## config.mk

```make
export PLATFORM = sky130hd
export DESIGN_NAME = velocity_filtered_pi_unit
export DESIGN_NICKNAME = d
export VERILOG_FILES = /design/src/sv/vfpi_pkg.sv /design/src/sv/vfpi_mac.sv /design/src/sv/velocity_filtered_pi_unit.sv
export VERILOG_INCLUDE_DIRS = /design/src /design/src/sv
export SDC_FILE = /design/constraint.sdc
export NUM_CORES = 2
export LEC_CHECK = 0
export ABC_AREA = 1
export BUFFER_PORTS_ARGS = -buffer_cell sky130_fd_sc_hd__buf_2
export CORE_MARGIN = 8
export CORE_UTILIZATION = 25
export DETAILED_ROUTE_END_ITERATION = 10
export SYNTH_ARGS = -nofsm -noshare
export SYNTH_HDL_FRONTEND = slang
export SYNTH_SLANG_ARGS = --single-unit
```

## constraint.sdc

```tcl
create_clock -name clk -period 7.25 [get_ports clk]
set_clock_uncertainty 0.2 [all_clocks]
set_input_delay 1.45 -clock clk [delete_from_list [all_inputs] [get_ports clk]]
set_output_delay 1.45 -clock clk [all_outputs]
set_load 0.01 [all_outputs]
```

## src/sv/assert_macros.svh

```systemverilog
// Assertion macros used by the top-level RTL file.
`ifndef ASSERT_MACROS_SVH
`define ASSERT_MACROS_SVH
`ifndef SYNTHESIS
`define VFPI_ASSERT(label, clk, rst_n, prop) \
  label: assert property (@(posedge clk) disable iff (!rst_n) (prop)) \
    else $error("assertion failed");
`define VFPI_ASSERT_RST(label, clk, prop) \
  label: assert property (@(posedge clk) (prop)) \
    else $error("assertion failed");
`else
`define VFPI_ASSERT(label, clk, rst_n, prop)
`define VFPI_ASSERT_RST(label, clk, prop)
`endif
`endif

```

## src/sv/vfpi_pkg.sv

```systemverilog
// Package of types and constants for the velocity filtered PI unit.
`default_nettype none
package vfpi_pkg;

  localparam int ERR_W  = 17;
  localparam int FILT_W = 18;
  localparam int ISUM_W = 24;
  localparam int OPA_W  = 25;
  localparam int OPB_W  = 17;
  localparam int ACC_W  = 42;

  localparam logic signed [OPB_W-1:0] FILT_COEF = 17'sd19661;
  localparam logic signed [OPB_W-1:0] FILT_KEEP = 17'sd45875;
  localparam logic signed [ERR_W-1:0] DEADBAND  = 17'sd128;

  localparam logic [1:0] REG_GAIN_PROP      = 2'd0;
  localparam logic [1:0] REG_GAIN_INTEG     = 2'd1;
  localparam logic [1:0] REG_INTEGRAL_LIMIT = 2'd2;

  localparam logic CMD_STEP  = 1'b0;
  localparam logic CMD_CLEAR = 1'b1;

  typedef struct packed {
    logic               command;
    logic signed [15:0] speed_measured;
    logic signed [15:0] speed_target;
  } in_item_t;

  typedef struct packed {
    logic signed [15:0] drive;
    logic               drive_saturated;
  } out_item_t;

  typedef enum logic [1:0] {
    ACC_HOLD,
    ACC_LOAD,
    ACC_ADD
  } acc_op_t;

  typedef struct packed {
    acc_op_t acc_op;
  } mac_ctl_t;

endpackage
`default_nettype wire

```

## src/sv/vfpi_mac.sv

```systemverilog
// Shared multiplier with registered product and accumulator.
`default_nettype none
module vfpi_mac (
  input  wire logic                                clk,
  input  wire vfpi_pkg::mac_ctl_t                  ctl,
  input  wire logic signed [vfpi_pkg::OPA_W-1:0]   op_a,
  input  wire logic signed [vfpi_pkg::OPB_W-1:0]   op_b,
  output logic signed [vfpi_pkg::ACC_W-1:0]        acc
);
  import vfpi_pkg::*;

  logic signed [ACC_W-1:0] prod_r;
  logic signed [ACC_W-1:0] acc_r;
  logic signed [ACC_W-1:0] acc_nxt;

  always_comb begin
    unique case (ctl.acc_op)
      ACC_LOAD: acc_nxt = prod_r;
      ACC_ADD:  acc_nxt = acc_r + prod_r;
      default:  acc_nxt = acc_r;
    endcase
  end

  always_ff @(posedge clk) begin
    prod_r <= op_a * op_b;
    acc_r  <= acc_nxt;
  end

  assign acc = acc_r;

endmodule
`default_nettype wire

```

## src/sv/velocity_filtered_pi_unit.sv

```systemverilog
// Top level of the velocity filtered PI unit: sequencer, state and output register.
//
// Input channel in_valid/in_ready/in_data carries one command beat: a control
// step with measured and target speed (Q8.8), or a clear of filter and integral.
// Each beat gives exactly one result beat on out_valid/out_ready/out_data:
// the drive value, truncated toward zero and saturated, with a clip flag.
// A control step runs through states S_ERR, S_KEEP, S_FSUM, S_FILT, S_INTEG,
// S_PROP, S_GINT, S_DSUM and S_OUT; a clear goes straight to S_OUT. One
// multiplier with a registered product is reused for the four products of the
// filter and the PI sum. in_ready is high only while the sequencer is idle, so
// a new beat is taken only after the last one is written back. A finished result
// waits in the output register; the next beat is accepted and computed meanwhile,
// and holds before its write-back until the receiver takes the waiting result.
// Configuration writes (cfg_we, cfg_index, cfg_wdata) take effect at once; the user
// must make them only while idle; the block does not check it. Index 3 is ignored.
// Synchronous reset (rst_n low) zeroes the filter, the integral and the gains,
// sets the integral limit to 32767 and drops any pending result.
`default_nettype none
`include "assert_macros.svh"
module velocity_filtered_pi_unit (
  input  wire logic                 clk,
  input  wire logic                 rst_n,
  input  wire logic                 in_valid,
  output logic                      in_ready,
  input  wire vfpi_pkg::in_item_t   in_data,
  output logic                      out_valid,
  input  wire logic                 out_ready,
  output vfpi_pkg::out_item_t       out_data,
  input  wire logic                 cfg_we,
  input  wire logic [1:0]           cfg_index,
  input  wire logic [15:0]          cfg_wdata
);
  import vfpi_pkg::*;

  typedef enum logic [3:0] {
    S_IDLE,
    S_ERR,
    S_KEEP,
    S_FSUM,
    S_FILT,
    S_INTEG,
    S_PROP,
    S_GINT,
    S_DSUM,
    S_OUT
  } state_t;

  state_t                  state_r;
  logic signed [15:0]      gain_prop_r;
  logic signed [15:0]      gain_integ_r;
  logic [14:0]             limit_r;
  logic signed [FILT_W-1:0] fe_r;
  logic signed [ISUM_W-1:0] isum_r;
  logic signed [ERR_W-1:0] err_r;
  logic                    clear_r;
  logic                    out_valid_r;
  out_item_t               out_r;

  mac_ctl_t                mac_ctl;
  logic signed [OPA_W-1:0] op_a;
  logic signed [OPB_W-1:0] op_b;
  logic signed [ACC_W-1:0] acc;

  logic signed [ERR_W-1:0] err_raw;
  logic signed [ERR_W-1:0] err_db;
  logic signed [ACC_W-1:0] acc_rnd;
  logic signed [ACC_W-1:0] acc_tr;
  logic signed [ACC_W-17:0] drv_full;
  logic signed [ISUM_W:0]  isum_raw;
  logic signed [ISUM_W:0]  lim_pos;
  logic signed [ISUM_W:0]  lim_neg;
  logic signed [ISUM_W-1:0] isum_clamped;
  out_item_t               res;
  logic                    in_fire;
  logic                    out_free;

  vfpi_mac u_mac (
    .clk  (clk),
    .ctl  (mac_ctl),
    .op_a (op_a),
    .op_b (op_b),
    .acc  (acc)
  );

  assign in_ready  = (state_r == S_IDLE);
  assign in_fire   = in_valid && in_ready;
  assign out_valid = out_valid_r;
  assign out_data  = out_r;
  assign out_free  = !out_valid_r || out_ready;

  assign err_raw = ERR_W'(in_data.speed_measured) - ERR_W'(in_data.speed_target);
  assign err_db  = (err_raw < DEADBAND && err_raw > -DEADBAND) ? '0 : err_raw;

  always_comb begin
    op_a           = OPA_W'(err_r);
    op_b           = FILT_COEF;
    mac_ctl.acc_op = ACC_HOLD;
    unique case (state_r)
      S_ERR: begin
        op_a = OPA_W'(err_r);
        op_b = FILT_COEF;
      end
      S_KEEP: begin
        op_a           = OPA_W'(fe_r);
        op_b           = FILT_KEEP;
        mac_ctl.acc_op = ACC_LOAD;
      end
      S_FSUM:  mac_ctl.acc_op = ACC_ADD;
      S_PROP: begin
        op_a = OPA_W'(fe_r);
        op_b = OPB_W'(gain_prop_r);
      end
      S_GINT: begin
        op_a           = OPA_W'(isum_r);
        op_b           = OPB_W'(gain_integ_r);
        mac_ctl.acc_op = ACC_LOAD;
      end
      S_DSUM:  mac_ctl.acc_op = ACC_ADD;
      default: mac_ctl.acc_op = ACC_HOLD;
    endcase
  end

  assign acc_rnd = acc + ACC_W'(32768);

  assign isum_raw = (ISUM_W+1)'(isum_r) + (ISUM_W+1)'(fe_r);
  assign lim_pos  = (ISUM_W+1)'({limit_r, 8'd0});
  assign lim_neg  = -lim_pos;

  always_comb begin
    priority if (isum_raw > lim_pos) begin
      isum_clamped = ISUM_W'(lim_pos);
    end else if (isum_raw < lim_neg) begin
      isum_clamped = ISUM_W'(lim_neg);
    end else begin
      isum_clamped = ISUM_W'(isum_raw);
    end
  end

  assign acc_tr   = acc[ACC_W-1] ? (acc + ACC_W'(65535)) : acc;
  assign drv_full = acc_tr[ACC_W-1:16];

  always_comb begin
    res.drive           = drv_full[15:0];
    res.drive_saturated = 1'b0;
    priority if (clear_r) begin
      res.drive = '0;
    end else if (drv_full > (ACC_W-16)'(32767)) begin
      res.drive           = 16'sh7fff;
      res.drive_saturated = 1'b1;
    end else if (drv_full < -(ACC_W-16)'(32768)) begin
      res.drive           = 16'sh8000;
      res.drive_saturated = 1'b1;
    end
  end

  always_ff @(posedge clk) begin
    if (!rst_n) begin
      state_r      <= S_IDLE;
      gain_prop_r  <= '0;
      gain_integ_r <= '0;
      limit_r      <= 15'h7fff;
      fe_r         <= '0;
      isum_r       <= '0;
      clear_r      <= 1'b0;
      out_valid_r  <= 1'b0;
    end else begin
      if (cfg_we) begin
        unique case (cfg_index)
          REG_GAIN_PROP:      gain_prop_r  <= cfg_wdata;
          REG_GAIN_INTEG:     gain_integ_r <= cfg_wdata;
          REG_INTEGRAL_LIMIT: limit_r      <= cfg_wdata[14:0];
          default: ;
        endcase
      end
      if (out_valid_r && out_ready && state_r != S_OUT) begin
        out_valid_r <= 1'b0;
      end
      unique case (state_r)
        S_IDLE: begin
          if (in_fire) begin
            err_r <= err_db;
            if (in_data.command == CMD_CLEAR) begin
              clear_r <= 1'b1;
              fe_r    <= '0;
              isum_r  <= '0;
              state_r <= S_OUT;
            end else begin
              clear_r <= 1'b0;
              state_r <= S_ERR;
            end
          end
        end
        S_ERR:   state_r <= S_KEEP;
        S_KEEP:  state_r <= S_FSUM;
        S_FSUM:  state_r <= S_FILT;
        S_FILT: begin
          fe_r    <= acc_rnd[FILT_W+15:16];
          state_r <= S_INTEG;
        end
        S_INTEG: begin
          isum_r  <= isum_clamped;
          state_r <= S_PROP;
        end
        S_PROP:  state_r <= S_GINT;
        S_GINT:  state_r <= S_DSUM;
        S_DSUM:  state_r <= S_OUT;
        S_OUT: begin
          if (out_free) begin
            out_r       <= res;
            out_valid_r <= 1'b1;
            state_r     <= S_IDLE;
          end
        end
        default: state_r <= S_IDLE;
      endcase
    end
  end

  `VFPI_ASSERT(a_out_hold, clk, rst_n,
    out_valid && !out_ready |=> out_valid && $stable(out_data))
  `VFPI_ASSERT(a_busy_after_accept, clk, rst_n, in_valid && in_ready |=> !in_ready)
  `VFPI_ASSERT(a_sat_extreme, clk, rst_n,
    out_valid && out_data.drive_saturated |->
      (out_data.drive == 16'sh7fff || out_data.drive == 16'sh8000))
  `VFPI_ASSERT_RST(a_filt_range, clk, !rst_n || fe_r[FILT_W-1] == fe_r[FILT_W-2])

endmodule
`default_nettype wire

```

==> summary.md <==
| Metric | Value |
|---|---|
| CP dominant cell by count | `fa_1` |
| Pre-antenna DRT Iters | `7` |
| Max Slew Vio Count | `0` |
| Startpoint types | `flip-flop` |
| GRT Residual Overflow | `0` |
| Synth unique cells | `just under 60` |
| Post-route setup slack | `roughly 0.25 ns` |
| Vias in the first global route | `approximately 27000` |
| Remaining antenna violation count | `0` |
| FMAX | `between 100 and 150 MHz` |
| Clock-pin slew on the worst setup and hold paths | `0.06 ns` |
| Area growth from synthesis to layout | `14.69%` |
| Run status | `completed` |
| Max Cap Violations | `0` |
| Htree depth | `1` |
| Clk root buf | `clkbuf_16` |
| WL final | `102900 um` |
| Worst slew margin | `18.99%` |
| Total CTS buffers | `25` |
| Clock Path Buffers | `3` |
| CTS tree | `done` |
| Post-synthesis sequential area ratio | `16.47%` |
| ANT cells | `0` |
| DRC errors left | `0` |
| Most common flop cell mapped by yosys | `dfxtp_1` |
| # nets final | `just under 5000` |
| Min-Delay Path Class | `reg -> reg` |
| Die ar. | `about 130000 um^2` |
| Post-synth EDFFs | `76` |
| Fillcell total | `about 13000` |
| Crit-path max FO | `17` |
| Hold_buf cts | `0` |
| Initial antenna violation count | `0` |
| Post-Place Setup Slack | `-0.04330 ns` |
| Post-synth ARST share | `0%` |
| Share of post-route cells with drive strength above 1 | `a little under a tenth` |
| Total GRT Usage | `roughly 15%` |
| Util after Layout | `between 20% and 30%` |
| Global-route wire length before repair | `between 150000 and 200000 um` |
| Critical Path AT | `between 7 and 8 ns` |
| Tcrit/Tclk final | `96.50%` |
| Mean number of vias per cell | `between 4 and 5` |
| Syn Nets | `4768` |
| Syn_area_per_cell | `between 7 and 8 um^2` |
| Crit-path max cell delay | `between 0.5 and 0.6 ns` |
| Final hold viol count | `0` |
| Largest net degree at the start of global routing | `59` |
| Tmin final | `between 6 and 7 ns` |
| Final setup viols | `0` |
| Die X | `approximately 370 um` |
| I/O pins | `75` |
| Initial Utilization | `about a quarter` |
| RD Place Congestion | `~0.99` |
| Die height | `approximately 370 um` |
| Std-Cell Core Area | `121400 um^2` |
| Post-Syn Instances | `4086` |
| Worst-skew pair later-pin latency | `between 0.5 and 0.6 ns` |
| DR iter-0 viols | `approximately 2300` |
| Synth Register Bits | `213` |
| Slowest CP cell | `fa_1` |
| CP required | `7.51 ns` |
| DPL Wire Length | `about 88000 um` |
| Kind of critical path | `reg -> reg` |
| Post-route non-filler standard cell count | `5900` |
| Crit. End Element | `flip-flop` |
| Site Rows | `around 130` |
| Dpl cells | `slightly below 6000` |
| Routed WL per cell | `roughly 17 um` |
| CTS Sinks | `213` |
| Via count | `between 20000 and 30000` |
| Synthesized area | `30520 um^2` |
| Warnings, synthesis | `0` |
| Slew @ Worst Pin | `1.211 ns` |
| IO buf count | `74` |
==> logic make-up (layout without fill, tap and decap cells) <==
| kind of cell | count (synthesis) | count (layout) | share of synthesized area, % |
|---|---|---|---|
| compound gates | 537 | 537 | 10.02 |
| fa+ha+maj | 626 | 626 | 35.73 |
| xor+xnor | 124 | 124 | 3.559 |
| flops | 213 | 213 | 16.47 |
| simple gates | 1704 | 1704 | 23.14 |
| buf+inv | 882 | 1071 | 11.09 |
==> flip-flops by register name (all words and copies together) (netlist names) <==
register      count
fe_r             18
gain_integ_r     16
gain_prop_r      16
limit_r          15
out_data         17
u_mac.acc        42
u_mac.prod_r     42
out_valid         1
state_r           4
clear_r           1
isum_r           24
err_r            17
==> timing repair <==
item	in CTS	in global routing
pin swaps	0	10
setup buffers	0	9
resized for setup	1	69
endpoints found under the setup margin	1	22
==> routing by layer <==
| layer | global-route usage, % | vias up | share of wire (%) |
|---|---|---|---|
| met4 | 5.544 | 0 | 4.2 |
| met1 | 20.17 | 13223 | 44 |
| met2 | 24.30 | 987 | 45 |
| met3 | 2.163 | 201 | 7.0 |
| met5 | 0 | - | 0 |
| li1 | - | 13092 | - |
==> critical path: cells and delay by family, from the launching register on <==
kind / cells / cell delay (ns)
compound gates: 5 / 0.93
xor+xnor: 1 / 0.13
simple gates: 8 / 1.02
fa+ha+maj: 7 / 3.22
buf+inv: 8 / 1.01
flops: 1 / 0.41
==> cell usage in the layout (no fill, tap or decap), types with 21 or more instances in the layout <==
cell type    n
nand2_1    873
inv_1      755
clkbuf_16   27
xnor2_1     43
o21ai_0    160
xor2_1      81
a21oi_2     22
edfxtp_1    76
dfxtp_1    136
nor2_1     486
a31oi_1     21
fa_1       406
nand3_1    176
nor3_1      31
a21oi_1    214
ha_1       216
nand4_1     45
buf_2       74
buf_4      149
o21bai_1    21
==> cell type report <==
class | instances | area (um^2) | area share (%)
Multi-Input combinational cell | 2991 | 22270 | 63.64
Tap cell | 1625 | 2033 | 5.809
Clock inverter | 11 | 120.1 | 0.3432
Timing Repair Buffer | 241 | 1823 | 5.209
Inverter | 785 | 2963 | 8.466
Clock buffer | 34 | 762.0 | 2.177
Sequential cell | 213 | 5026 | 14.36
==> cell usage after synthesis, types with 3 or more instances <==
library cell	instances	area [um^2]
edfxtp_1	76	2282
a21oi_2	14	122.6
nand3_1	178	890.9
buf_2	20	100.1
ha_1	217	2715
dfxtp_1	137	2743
nand3b_1	8	60.06
clkbuf_1	70	262.8
a22o_1	15	131.4
nor3_2	3	30.03
a31oi_1	21	131.4
o21ai_0	167	835.8
o21ai_1	12	60.06
nand2_1	877	3292
nor2_4	5	56.30
xor2_1	81	709.4
nor2_1	494	1854
nand2_2	10	62.56
inv_2	11	41.29
a21boi_0	7	52.55
a221oi_1	4	35.03
o21a_1	3	22.52
and3_1	3	18.77
nor2_2	5	31.28
nor3_1	34	170.2
and2_1	4	25.02
or2_2	9	56.30
nand4_1	45	281.5
inv_1	766	2875
o21bai_1	21	157.7
fa_1	409	8188
nor4_1	16	100.1
nand3_2	5	50.05
xnor2_1	43	376.6
o211ai_1	19	142.6
clkinv_1	8	30.03
a21o_1	18	135.1
a21oi_1	224	1121
==> path summary, 6_finish.rpt <==
| kind | startpoint | endpoint | slack [ns] | cells past startpoint |
|---|---|---|---|---|
| max | state_r[3] | u_mac.prod_r[35] | 0.25 | 29 |
| min | gain_integ_r[4] | gain_integ_r[4] | 0.27 | 2 |
| max reg2reg | state_r[3] | u_mac.prod_r[35] | 0.25 | 29 |
| min reg2reg | gain_integ_r[4] | gain_integ_r[4] | 0.27 | 2 |
==> per-stage QoR <==
| step | area, um^2 | setup TNS, ns | hold WS, ns |
|---|---|---|---|
| after detailed placement | 33850 | -0.04330 | 0.2625 |
| final | 35000 | 0 | 0.2730 |
| after global routing | 35000 | -0.1930 | 0.2828 |
| after CTS | 34730 | 0 | 0.2710 |
| after floorplan | 30520 | 0 | 0.2245 |
| after global placement | 33850 | 0 | 0.2548 |
Power is not shown: default switching activity piles up to over one toggle a cycle in this logic, so the estimate is an artifact.
